File: src/sv/sps_pkg.sv
package sps_pkg;

	localparam logic [1:0] OP_START = 2'd0;
	localparam logic [1:0] OP_TICK  = 2'd1;
	localparam logic [1:0] OP_OFF   = 2'd2;

	localparam int DEG_W   = 16;
	localparam int ITER_W  = 17;
	localparam int HOLD_W  = 8;
	localparam int COIL_W  = 4;
	localparam int PHASE_W = 3;

	// floor(deg * 64 / 45) equals (deg * ceil(2^28 / 45)) >> 22 for every 16-bit angle.
	localparam int                 ITER_MUL_W = 23;
	localparam logic [ITER_MUL_W-1:0] ITER_MUL = 23'd5965233;
	localparam int                 ITER_SHIFT = 22;

	localparam logic [PHASE_W-1:0] LAST_WAVE = 3'd3;
	localparam logic [PHASE_W-1:0] LAST_HALF = 3'd7;

	typedef struct packed {
		logic [1:0]        op;
		logic              half_step;
		logic              ccw;
		logic [HOLD_W-1:0] hold_time;
		logic [ITER_W-1:0] iters;
	} item_t;

	function automatic logic [COIL_W-1:0] pattern_at(
		input logic half_step,
		input logic ccw,
		input logic [PHASE_W-1:0] idx
	);
		logic [COIL_W-1:0] pat;
		pat = 4'd0;
		if (half_step) begin
			case ({ccw, idx})
				4'b0_000: pat = 4'd1;
				4'b0_001: pat = 4'd3;
				4'b0_010: pat = 4'd2;
				4'b0_011: pat = 4'd6;
				4'b0_100: pat = 4'd4;
				4'b0_101: pat = 4'd12;
				4'b0_110: pat = 4'd8;
				4'b0_111: pat = 4'd9;
				4'b1_000: pat = 4'd8;
				4'b1_001: pat = 4'd12;
				4'b1_010: pat = 4'd4;
				4'b1_011: pat = 4'd6;
				4'b1_100: pat = 4'd2;
				4'b1_101: pat = 4'd3;
				4'b1_110: pat = 4'd1;
				default:  pat = 4'd9;
			endcase
		end else begin
			case ({ccw, idx[1:0]})
				3'b0_00: pat = 4'd1;
				3'b0_01: pat = 4'd2;
				3'b0_10: pat = 4'd4;
				3'b0_11: pat = 4'd8;
				3'b1_00: pat = 4'd8;
				3'b1_01: pat = 4'd4;
				3'b1_10: pat = 4'd2;
				default: pat = 4'd1;
			endcase
		end
		return pat;
	endfunction

endpackage

File: src/sv/sps_decode.sv
module sps_decode import sps_pkg::*; (
	input  logic        clk,
	input  logic        arst_n,
	input  logic        s_tvalid,
	output logic        s_tready,
	input  logic [31:0] s_tdata,
	input  logic        advance,
	output logic        item_valid,
	output item_t       item
);

	logic [DEG_W-1:0]            deg;
	logic [HOLD_W-1:0]           ms;
	logic [DEG_W+ITER_MUL_W-1:0] prod;
	logic                        valid_s1;
	item_t                       item_s1;

	assign deg  = s_tdata[27:12];
	assign ms   = s_tdata[11:4];
	assign prod = {{ITER_MUL_W{1'b0}}, deg} * {{DEG_W{1'b0}}, ITER_MUL};

	assign s_tready = !valid_s1 || advance;

	always_ff @(posedge clk or negedge arst_n) begin
		if (!arst_n) begin
			valid_s1 <= 1'b0;
		end else if (s_tready) begin
			valid_s1 <= s_tvalid;
		end
	end

	always_ff @(posedge clk) begin
		if (s_tready && s_tvalid) begin
			item_s1.op        <= s_tdata[1:0];
			item_s1.half_step <= s_tdata[2];
			item_s1.ccw       <= s_tdata[3];
			item_s1.hold_time <= (ms == '0) ? HOLD_W'(1) : ms;
			item_s1.iters     <= prod[ITER_SHIFT +: ITER_W];
		end
	end

	assign item_valid = valid_s1;
	assign item       = item_s1;

endmodule

File: src/sv/sps_core.sv
module sps_core import sps_pkg::*; (
	input  logic       clk,
	input  logic       arst_n,
	input  logic       item_valid,
	input  item_t      item,
	output logic       advance,
	output logic       m_tvalid,
	input  logic       m_tready,
	output logic [7:0] m_tdata
);

	logic [COIL_W-1:0]  coil_q,       coil_d;
	logic               moving_q,     moving_d;
	logic [PHASE_W-1:0] phase_q,      phase_d;
	logic [HOLD_W-1:0]  hold_left_q,  hold_left_d;
	logic [HOLD_W-1:0]  hold_time_q,  hold_time_d;
	logic [ITER_W-1:0]  iters_left_q, iters_left_d;
	logic               half_q,       half_d;
	logic               ccw_q,        ccw_d;
	logic               done_d, rej_d;
	logic [HOLD_W-1:0]  hold_dec;
	logic [ITER_W-1:0]  iters_dec;
	logic [PHASE_W-1:0] last_idx;
	logic               out_valid_q;
	logic [7:0]         out_data_q;

	assign advance = item_valid && (!out_valid_q || m_tready);

	always_comb begin
		coil_d       = coil_q;
		moving_d     = moving_q;
		phase_d      = phase_q;
		hold_left_d  = hold_left_q;
		hold_time_d  = hold_time_q;
		iters_left_d = iters_left_q;
		half_d       = half_q;
		ccw_d        = ccw_q;
		done_d       = 1'b0;
		rej_d        = 1'b0;
		hold_dec     = (hold_left_q != '0) ? hold_left_q - HOLD_W'(1) : '0;
		iters_dec    = (iters_left_q != '0) ? iters_left_q - ITER_W'(1) : '0;
		last_idx     = half_q ? LAST_HALF : LAST_WAVE;
		case (item.op)
			OP_START: begin
				if (moving_q) begin
					rej_d = 1'b1;
				end else if (item.iters == '0) begin
					done_d = 1'b1;
				end else begin
					half_d       = item.half_step;
					ccw_d        = item.ccw;
					hold_time_d  = item.hold_time;
					hold_left_d  = item.hold_time;
					iters_left_d = item.iters;
					phase_d      = '0;
					coil_d       = pattern_at(item.half_step, item.ccw, '0);
					moving_d     = 1'b1;
				end
			end
			OP_TICK: begin
				if (moving_q) begin
					hold_left_d = hold_dec;
					if (hold_dec == '0) begin
						if (phase_q >= last_idx) begin
							phase_d      = '0;
							iters_left_d = iters_dec;
						end else begin
							phase_d = phase_q + PHASE_W'(1);
						end
						if (phase_q >= last_idx && iters_dec == '0) begin
							moving_d = 1'b0;
							done_d   = 1'b1;
						end else begin
							coil_d      = pattern_at(half_q, ccw_q, phase_d);
							hold_left_d = hold_time_q;
						end
					end
				end
			end
			OP_OFF: begin
				coil_d       = '0;
				moving_d     = 1'b0;
				phase_d      = '0;
				hold_left_d  = '0;
				iters_left_d = '0;
			end
			default: begin
			end
		endcase
	end

	always_ff @(posedge clk or negedge arst_n) begin
		if (!arst_n) begin
			coil_q       <= '0;
			moving_q     <= 1'b0;
			phase_q      <= '0;
			hold_left_q  <= '0;
			hold_time_q  <= '0;
			iters_left_q <= '0;
			half_q       <= 1'b0;
			ccw_q        <= 1'b0;
			out_valid_q  <= 1'b0;
		end else begin
			if (advance) begin
				coil_q       <= coil_d;
				moving_q     <= moving_d;
				phase_q      <= phase_d;
				hold_left_q  <= hold_left_d;
				hold_time_q  <= hold_time_d;
				iters_left_q <= iters_left_d;
				half_q       <= half_d;
				ccw_q        <= ccw_d;
				out_valid_q  <= 1'b1;
			end else if (m_tready) begin
				out_valid_q  <= 1'b0;
			end
		end
	end

	always_ff @(posedge clk) begin
		if (advance) begin
			out_data_q <= {1'b0, rej_d, done_d, moving_d, coil_d};
		end
	end

	assign m_tvalid = out_valid_q;
	assign m_tdata  = out_data_q;

	a_moving_coils: assert property (@(posedge clk) disable iff (!arst_n)
		moving_q |-> coil_q != '0)
		else $error("Coils are off during a move.");

	a_moving_counts: assert property (@(posedge clk) disable iff (!arst_n)
		moving_q |-> (iters_left_q != '0 && hold_left_q != '0 &&
			hold_left_q <= hold_time_q))
		else $error("Move counters are inconsistent.");

	a_wave_phase: assert property (@(posedge clk) disable iff (!arst_n)
		(moving_q && !half_q) |-> phase_q <= LAST_WAVE)
		else $error("Wave step phase out of range.");

	a_reject_busy: assert property (@(posedge clk) disable iff (!arst_n)
		(out_valid_q && out_data_q[6]) |-> (out_data_q[4] && !out_data_q[5]))
		else $error("Rejected command reported without a move in progress.");

	a_done_idle: assert property (@(posedge clk) disable iff (!arst_n)
		(advance && done_d) |=> !moving_q)
		else $error("Move reported complete while still moving.");

endmodule

File: src/sv/stepper_phase_sequencer.sv
// Phase sequencer for a four-coil unipolar stepper. Each input transaction is a move command,
// a one-millisecond tick or a coils-off request, and each yields exactly one output transaction
// carrying the coil drive, the busy flag, a move-complete flag and a rejected flag. A move
// turns floor(degrees*64/45) iterations of four wave phases or eight half-step phases, each
// held for phase_ms ticks (zero counts as one); the last pattern stays on the coils afterwards.
// The block takes one transaction per clock cycle unless the output is back-pressured; the
// iteration count is formed in the input register stage and the state update in the result
// register stage, which then offers the result on the output. Downstream back-pressure holds
// the result register and stalls the input only once both stages are full.
module stepper_phase_sequencer import sps_pkg::*; (
	input  logic        clk,
	input  logic        arst_n,
	input  logic        s_tvalid,
	output logic        s_tready,
	// operation[1:0], half_step[2], counter_clockwise[3], phase_ms[11:4], degrees[27:12]
	input  logic [31:0] s_tdata,
	output logic        m_tvalid,
	input  logic        m_tready,
	// coils[3:0], busy_res[4], move_done[5], rejected[6]
	output logic [7:0]  m_tdata
);

	logic  item_valid;
	logic  advance;
	item_t item;

	sps_decode u_decode (
		.clk        (clk),
		.arst_n     (arst_n),
		.s_tvalid   (s_tvalid),
		.s_tready   (s_tready),
		.s_tdata    (s_tdata),
		.advance    (advance),
		.item_valid (item_valid),
		.item       (item)
	);

	sps_core u_core (
		.clk        (clk),
		.arst_n     (arst_n),
		.item_valid (item_valid),
		.item       (item),
		.advance    (advance),
		.m_tvalid   (m_tvalid),
		.m_tready   (m_tready),
		.m_tdata    (m_tdata)
	);

endmodule
File: config.mk
export PLATFORM = sky130hd
export DESIGN_NAME = stepper_phase_sequencer
export DESIGN_NICKNAME = d
export VERILOG_FILES = /design/src/sv/sps_pkg.sv /design/src/sv/sps_decode.sv /design/src/sv/sps_core.sv /design/src/sv/stepper_phase_sequencer.sv
export SDC_FILE = /design/constraint.sdc
export NUM_CORES = 1
export LEC_CHECK = 0
export BUFFER_PORTS_ARGS = -buffer_cell sky130_fd_sc_hd__clkbuf_2
export CAP_MARGIN = 40
export CORE_MARGIN = 4
export CORE_UTILIZATION = 64
export DETAILED_ROUTE_END_ITERATION = 7
export HOLD_SLACK_MARGIN = 0.12
export PLACE_DENSITY = 0.92
export SETUP_SLACK_MARGIN = 0.05
export SYNTH_ARGS = -nofsm -noshare
export SYNTH_HDL_FRONTEND = slang
export SYNTH_SLANG_ARGS = --single-unit
export TNS_END_PERCENT = 10
File: constraint.sdc
create_clock -name clk -period 3.4 [get_ports clk]
set_clock_uncertainty 0.2 [all_clocks]
set_input_delay 0.51 -clock clk [delete_from_list [all_inputs] [get_ports clk]]
set_output_delay 0.51 -clock clk [all_outputs]
set_load 0.03 [all_outputs]
# Word-level counts from Yosys, hierarchy flattened
# Memories as Yosys holds them, arrays and structs flattened.
# Index checks and enable logic that the tools add are counted.
[word_totals] regBits=81 rom_bits=64 inputBits=36 out_inout_bits=10 wordCells=110 memories=1
[mem_list] memory="(no name shown)" words=16 word_bits=4 rd=1 rd_clocked_by_memory_dff=0 write_ports=0 line_no="sps_pkg.sv:37" rtl="case ({ccw, idx})"
[op_classes] addsub=3 n_mul=1 magnitude_cmp=1 eq_ne=13 n_mux=48 bitwise=3 reduce_logical=23
[op_table] cell="$mux W17" count=6
[op_table] cell="$pmux W17 S3" count=1
[op_table] cell="$mux W8" count=6
[op_table] cell="$mul A16 B23 Y39 const B" count=1
[op_table] cell="$logic_not A17 Y1" count=2
[op_table] cell="$mux W3" count=9
[op_table] cell="$mux W4" count=6
[op_table] cell="$pmux W4 S3" count=2
[op_table] cell="$pmux W8 S3" count=1
[op_table] cell="$reduce_bool A17 Y1" count=1
[op_table] cell="$sub A17 B1 Y17 const B" count=1
[op_table] cell="$logic_not A8 Y1" count=2
[op_table] cell="$mux W1" count=13
[op_table] cell="$eq A3 B3 Y1 const B" count=3
[op_table] cell="$pmux W3 S3" count=1
[op_table] cell="$pmux W4 S2" count=1
[op_table] cell="$reduce_bool A8 Y1" count=1
[op_table] cell="$sub A8 B1 Y8 const B" count=1
[op_table] cell="$reduce_and A7 Y1" count=1
[op_table] cell="$eq A3 B2 Y1 const B" count=2
[op_table] cell="$ne A2 B1 Y1 const B" count=3
[op_table] cell="$reduce_and A6 Y1" count=1
[op_table] cell="$reduce_or A2 Y1" count=3
[op_table] cell="$reduce_and A5 Y1" count=1
[op_table] cell="other kinds (16)" count=23

# Logic depth before layout (Yosys ltp)
# Gate-level depths: netlist (run 1).
[logic_depth] ltp_word=14 ltp_mapped=21 ltp_nobuf=21

# Cells and area by module
# From an unflattened synthesis (run 1), not the netlist that was laid out.
[hier_totals] hier_cells=962 area_unflattened_um2=9313.9
[by_module_without_submodules] mod="sps_decode" n_inst=1 cells_per_inst=569 area_per_inst_um2=5836.8 seq_area_each_um2=895.9
[by_module_without_submodules] mod="sps_core" n_inst=1 cells_per_inst=393 area_per_inst_um2=3477.1 seq_area_each_um2=1311.3

# Worst setup path before layout (run 1)
# Ideal clock, no wire load.
[synth_path] path_kind="input -> register" startpoint="input s_tdata[26]" endpoint="register u_decode.item_s1, in the netlist u_decode.item[11] (data pin)" t_arrival_ns=5.384 required_ns=2.940 setup_slack_ns=-2.443 stages=19 n_path_buf=0 cell_sequence="ha_1 -> inv_1 -> fa_1 -> inv_1 -> fa_1 -> fa_1 -> fa_1 -> inv_1 -> fa_1 -> inv_1 -> ha_1 -> a21oi_1 -> o31ai_1 -> o41ai_1 -> o21ai_0 -> o31ai_1 -> nand2_1 -> a21boi_0 -> xnor2_1"
[synth_between] elab_chain_len=1
[synth_lines] element="start, declared" line_no="stepper_phase_sequencer.sv:16" rtl="input logic [31:0] s_tdata,"
[synth_lines] element="$mul A16 B23 Y39" line_no="sps_decode.sv:20" rtl="assign prod = {{ITER_MUL_W{1'b0}}, deg} * {{DEG_W{1'b0}}, ITER_MUL};"
[synth_lines] element="named net u_decode.prod[33]" line_no="sps_decode.sv:14" rtl="logic [DEG_W+ITER_MUL_W-1:0] prod;"
[synth_lines] element="end, declared" line_no="sps_decode.sv:16" rtl="item_t item_s1;"
# The timed path passes the listed nets, and every way through them passes these cells.
# A chain may end at the register's enable or synchronous reset.

# Worst setup path after layout (run 1)
[layout_path] startpoint="input s_tdata[18]" endpoint="register u_decode.item_s1, in the netlist u_decode.item[0] (data pin)"
# Same word-level chain as after synthesis.

==> reports/results.tsv, run 1 <==
stage	metric	value	unit
outcome	outcome	finished, violations left	
outcome	failing checks	negative setup slack	
die	Initial Util	65.0	%
logic_synthesis	cells after synthesis	924	
final_layout	most common cell after layout, fill and taps aside	inv_1	
drt	DRC Markers	0	
logic_synthesis	Yosys reg bits	81	
cts	TritonCTS Sinks	81	
critical_path	critical path buffer and inverter count	6	
die	Core Box Area	13800	um2
drt	Via Count	8401	
global_route	number of global-route vias before repair	8925	
cts	H-tree levels	3	
logic_synthesis	Avg Inst Size Synth	9.72	um2
critical_path	CP max stage cell	or4b_2	
critical_path	R2R setup slack	210	ps
final_layout	Final nets	1367	
cts	CTS Buf Count	9	
sta	Final Slew Violations	0	
drt	Avg WL per Cell	23.2	um
logic_synthesis	post-synthesis async set-or-reset flop share	55.6	%
global_route	first-pass GRT wire length	44.8	mm
final_layout	commonest cells after routing, fill and taps aside	inv_1, buf_4, ha_1	
die	Die X	126	um
drt	Routed Antenna Nets	0	
cts	root buffer cell	clkbuf_16	
critical_path	CP required	3320	ps
critical_path	Largest stage delay, worst path	640	ps
logic_synthesis	Yosys warnings	0	
sta	Final Hold Fails	0	
die	I/O pin total	46	
logic_synthesis	Post-synth EDFFs	36	
sta	Relative slew margins	46.6	%
worst_hold_path	Hold/Removal Path Class	primary input to flip-flop	
sta	unrepaired setup endpoints after global routing	true	
global_route	gr ovfl total	0	
sta	Achievable Freq	175	MHz
logic_synthesis	Seq/Total Area, Yosys	24.6	%
drt	first-pass iteration count of the detailed router	6	
final_layout	Layout area overhead	27.9	%
global_route	pin count of the biggest net entering global routing	33	
logic_synthesis	Yosys top cell area share	19.6	%
logic_synthesis	mapped cell area	8980	um2
drt	vias per cell	6.49	
logic_synthesis	Synth area leader	fa_1	
global_route	GRT Util Overall	35.5	%
drt	DR iter-0 viols	798	
die	Die Height	126	um
cts	clock slew at reported path FFs	70	ps
placement	gpl congestion	0.998	
critical_path	CP endpoint kind	flip-flop	
critical_path	maximum fanout along the worst path	3	
cts	clk buf depth	2	
placement	Port Buffers	40	
critical_path	startpoint types	primary input	
drt	total wire length	30.1	mm
placement	pre-CTS WS	-2790	ps
logic_synthesis	predominant post-synthesis flop cell	dfrtp_1	
sta	Final min period	5720	ps
critical_path	critical path arrival	5630	ps
sta	Final WS setup	-2320	ps
die	row count	43	
flow_run	Max Cap Violations	0	
final_layout	Antenna Cells	0	
critical_path	Worst Setup Path Type	primary input to flip-flop	
sta	endpoints failing setup	17	
logic_synthesis	top cells by area, synth	fa_1, ha_1, dfrtp_1	
logic_synthesis	Yosys cell types	66	
critical_path	CP cell instances	clkbuf_2 -> buf_4 -> ha_4 -> fa_1 -> ha_1 -> inv_1 -> fa_1 -> inv_1 -> fa_1 -> inv_1 -> fa_1 -> inv_1 -> ha_1 -> o21ai_2 -> nor2_2 -> nor2_1 -> a21boi_0 -> o21a_1 -> o21ai_2 -> or4b_2 -> o311ai_0	
placement	HPWL after DPL	19.7	mm
die	Die ar.	16000	um2
logic_synthesis	syn nets	1181	
critical_path	crit-path leading delay family	adder cells	
global_route	antenna violations before repair	0	
sta	Worst-Margin Slew	796	ps
final_layout	fraction of layout cells with a size suffix above 1	28.7	%
sta	setup TNS	-37210	ps
cts	clk_lat worst skew	350	ps
cts	CTS tree	built	
sta	Final Cycle Share	168	%
==> cell families after synthesis <==
kind of cell	share of synthesized area, %
flops	24.6
fa+ha+maj	38.1
simple gates	9.50
mux	1.98
other cells	0.0417
buf+inv	8.72
compound gates	14.6
xor+xnor	2.44
==> through the flow <==
stage               cell area, um2  hold slack [ps]  instances  util (%)
floorplan                     9070             14.4        924         -
detailed placement           10500              112       1263      75.9
finish                       11500              134       1295      83.1
global placement             10500              235       1261      75.7
CTS                          11300              129       1289      81.5
global route                 11500              135       1295      83.1
==> cell usage after synthesis (3+ instances only) <==
cell type  count
nor2b_1        4
a21boi_0       8
and2_1         4
mux2i_1        5
fa_1          88
nor2_1        46
and3_1         8
edfxtp_1      36
o21ai_0       57
dfrtp_1       45
mux2_2        10
nand4_1        5
nand2_1       40
a21o_1         9
clkbuf_1      25
xor2_1        10
o311ai_0       3
ha_1         133
a22oi_1        6
a31oi_1        4
inv_1        175
a32oi_1        6
nand2b_1       5
o31ai_1       13
nor3_1        17
nor4_1        14
a221oi_1       4
o22ai_1        6
or3_1          4
nand3_1        9
a22o_1         4
a21oi_1       54
a211o_1        3
xnor2_1       15
or4_1          3
o21a_1         3
a211oi_1       6
==> repair_timing <==
action / in CTS / in global routing
pin swaps: 40 / 19
buffers inserted: 9 / 6
hold buffers: 1 / 0
hold endpoints to repair: 32 / 0
endpoints found under the setup margin: 17 / 24
gates resized for setup: 78 / 35
gates cloned: 0 / 0
==> path summary, 6_finish.rpt <==
check | to | cells after the start | start
worst max-delay path | u_decode.item[0] | 21 | s_tdata[18]
worst min-delay path | u_decode.item[26] | 1 | s_tdata[2]
worst max register to register | u_core.hold_left_q[7] | 8 | u_core.iters_left_q[2]
worst min register to register | u_core.half_q | 2 | u_decode.item[26]
max in group asynchronous | u_core.iters_left_q[13] | 4 | arst_n
min in group asynchronous | u_core.half_q | 2 | arst_n
==> worst register-to-register path: stages, from the launching register on <==
cell and delay, ps:
dfrtp_1 480, or4_4 610, or2_4 280, a31oi_1 170, nor3_1 80, a32o_2 320
a21oi_2 390, a222oi_1 210, o31ai_1 320
==> sequential cells by signal, summed over array words and instances (netlist names), 3 cells and up <==
register / cells
u_decode.item: 29
u_core.iters_left_q: 17
u_core.hold_left_q: 8
u_core.hold_time_q: 8
u_core.m_tdata: 7
u_core.coil_q: 4
u_core.phase_q: 3
==> layout make-up <==
type                            count  area [um2]
Clock buffer                        9         225
Clock inverter                      7        87.6
Fill cell                         664        2340
Inverter                          176         666
Multi-Input combinational cell    638        6520
Sequential cell                    81        2210
Tap cell                          180         225
Timing Repair Buffer              204        1560
==> metal layers <==
layer,up-vias,wire length [um],GRT usage [%]
li1,3542,-,-
met1,3965,9830,36.8
met2,636,15300,66.0
met3,258,2130,5.26
met4,0,2870,23.5
met5,-,0,0
Power of run 1 is not shown: default switching activity piles up to over one toggle a cycle in this logic, so the estimate is an artifact.
==> inputs of run 2 (changes only) <==
==> constraint.sdc (replaced) <==
create_clock -name clk -period 3.4 [get_ports clk]
set_clock_uncertainty 0.2 [all_clocks]
set_input_delay 0 -clock clk [delete_from_list [all_inputs] [get_ports clk]]
set_output_delay 0 -clock clk [all_outputs]
set_load 0.03 [all_outputs]
==> run 2 against run 1 <==
  * Wire length grew 7.0%
  * Global-route usage rose by 1.3 points
  * The flow finishes with violations (design-rule violations, negative setup slack)
  * First-iteration DRC count increased by 22%
  * Final area grew 2.1%
  * Maximum frequency grew 8.7%
==> reports/results.tsv, run 2 (synthesis results as in run 1) <==
stage	metric	value	unit	change
sta	Final Cycle Share	155	%	-14 points
final_layout	most common cell after layout, fill and taps aside	buf_4		
critical_path	CP max stage cell	fa_2		
drt	DR iter-0 viols	975		+22%
die	I/O pin total	46		unchanged
sta	setup TNS	-29020	ps	+8190 ps
global_route	antenna violations before repair	0		unchanged
sta	Achievable Freq	190	MHz	+8.7%
final_layout	Final nets	1387		+1.5%
global_route	pin count of the biggest net entering global routing	33		unchanged
sta	Final WS setup	-1860	ps	+459 ps
drt	Avg WL per Cell	24.5	um	+5.4%
cts	clk_lat worst skew	350	ps	about the same
sta	Hold WS	160	ps	+26.5 ps
sta	Final min period	5260	ps	-459 ps
global_route	gr ovfl total	0		unchanged
final_layout	fraction of layout cells with a size suffix above 1	29.5	%	+0.82 points
global_route	first-pass GRT wire length	45.9	mm	+2.4%
critical_path	reg2reg start	u_core.iters_left_q[2]		
critical_path	startpoint types	primary input		
cts	clk buf depth	2		unchanged
die	row count	43		unchanged
final_layout	final instance area	11700	um2	+2.1%
drt	first-pass iteration count of the detailed router	8		+2
placement	HPWL after DPL	19.8	mm	about the same
worst_hold_path	Hold Crit Start	s_tdata[2]		
critical_path	Worst Setup Path Type	primary input to flip-flop		
final_layout	Finished Core Util	84.8	%	+1.7 points
final_layout	commonest cells after routing, fill and taps aside	buf_4, inv_1, ha_1		
power_and_ir_drop	LEAKAGE	5.66	nW	
critical_path	CP cell instances	buf_8 -> ha_4 -> fa_1 -> fa_2 -> fa_1 -> fa_1 -> inv_2 -> fa_1 -> inv_2 -> ha_4 -> a21oi_4 -> o31ai_4 -> o41ai_4 -> o21ai_2 -> o31ai_2 -> buf_4 -> buf_6 -> a21oi_4 -> a21oi_2 -> xnor2_1		
sta	Final Slew Violations	0		unchanged
placement	gpl congestion	0.994		-0.41%
flow_run	Max Cap Violations	0		unchanged
critical_path	CP required	3290	ps	-30 ps
die	Die Height	126	um	unchanged
global_route	M3 GR Usage	6.69	%	+1.4 points
critical_path	Largest stage delay, worst path	610	ps	-30 ps
global_route	met2 Usage GRT	66.5	%	+0.44 points
power_and_ir_drop	Max VDD drop	752	uV	
die	Die X	126	um	unchanged
placement	Port Buffers	40		unchanged
final_layout	Layout area overhead	30.6	%	
sta	endpoints failing setup	17		unchanged
die	Initial Util	65.0	%	unchanged
critical_path	CP dominant cell by count	fa_1		
global_route	routing usage on met1	37.6	%	+0.83 points
global_route	number of global-route vias before repair	8965		+0.45%
cts	TritonCTS Sinks	81		unchanged
global_route	GRT Util Overall	36.8	%	+1.3 points
drt	Via Count	8717		+3.8%
sta	Relative slew margins	42.8	%	-3.8 points
sta	Final Hold Fails	0		unchanged
sta	Worst-Margin Slew	852	ps	+56.2 ps
cts	CTS tree	built		
drt	total wire length	32.2	mm	+7.0%
cts	root buffer cell	clkbuf_16		
drt	Routed Antenna Nets	0		unchanged
die	Core Box Area	13800	um2	unchanged
worst_hold_path	Hold/Removal Path Class	primary input to flip-flop		
die	Die ar.	16000	um2	unchanged
outcome	outcome	finished, violations left		
outcome	failing checks	design-rule violations, negative setup slack		
final_layout	Antenna Cells	0		unchanged
cts	clock slew at reported path FFs	70	ps	about the same
drt	DRC Markers	1		+1
final_layout	max reg flops	29		unchanged
sta	unrepaired setup endpoints after global routing	true		
cts	H-tree levels	3		unchanged
critical_path	Critical Path Start	s_tdata[24]		
critical_path	CP endpoint kind	flip-flop		
placement	Placed Instance Area	10500	um2	-0.12%
drt	vias per cell	6.63		+2.2%
power_and_ir_drop	PD cells	1210	nW/um2	
critical_path	critical path arrival	5150	ps	-480 ps
cts	CTS Buf Count	9		unchanged
global_route	busiest layer in global routing	met2		
critical_path	maximum fanout along the worst path	5		+2
[run 2: changes by cell type in the layout (fill, tap and decap cells not counted), sizes merged]
cell	previous run	this run
clkinvlp	0	1
clkinv	4	1
clkbuf	47	43
buf	165	172
inv	178	180
dlygate4sd3	1	18
[run 2: area by class of cell]
type                    count  area, um2
clock buffers               9        225
repair buffers            224       1730
inverters                 176        666
fillers                   619       2100
flip-flops and latches     81       2210
clock inverters             7       81.3
multi-input cells         638       6590
well taps                 180        225
[run 2: where the power goes]
part,internal [mW],switching [mW],total [mW]
sequential,1.58,0.377,1.96
combinational,5.16,6.03,11.2
clock,0.582,0.443,1.03
total,7.33,6.85,14.2
[run 2: worst paths after layout]
check	end	slack [ps]	depth (start not counted)
min in group asynchronous	u_core.hold_time_q[3]	600	4
max reg2reg	u_core.coil_q[1]	220	10
min	u_decode.item[26]	160	2
max	u_decode.item[16]	-1860	20
min reg2reg	u_core.half_q	290	2
max in group asynchronous	u_core.iters_left_q[11]	1460	4
[run 2: timing repair]
| action | CTS | global route |
|---|---|---|
| buffers inserted | 8 | 10 |
| hold buffers | 18 | 0 |
| gates resized for setup | 90 | 50 |
| endpoints found under the setup margin | 17 | 27 |
| gates cloned | 0 | 0 |
| hold endpoints to repair | 61 | 0 |
| pin swaps | 48 | 36 |
[run 2: metrics by stage]
stage	total power [mW]	instances	setup slack, ps
6_report	14.2	1315	-1860
5_1_grt	14.9	1315	-1880
4_1_cts	12.2	1305	-1470
3_5_place_dp	10.0	1263	-2290
3_3_place_gp	9.39	1263	-1990
2_1_floorplan	7.07	924	-1700
[run 2: worst max-delay path: cells and delay by family]
kind | cells | cell delay, ps
adders and majority gates | 7 | 3260
AOI/OAI and AO/OA | 7 | 1220
buffers and inverters | 5 | 550
xor gates and xnor gates | 1 | 100
[run 2: metal layers]
layer	up-vias	share of wire (%)
li1	3588	-
met1	4125	31
met2	695	49
met3	309	8.3
met4	0	11
met5	-	0
Note: power is estimated with default switching activity, not from simulation.
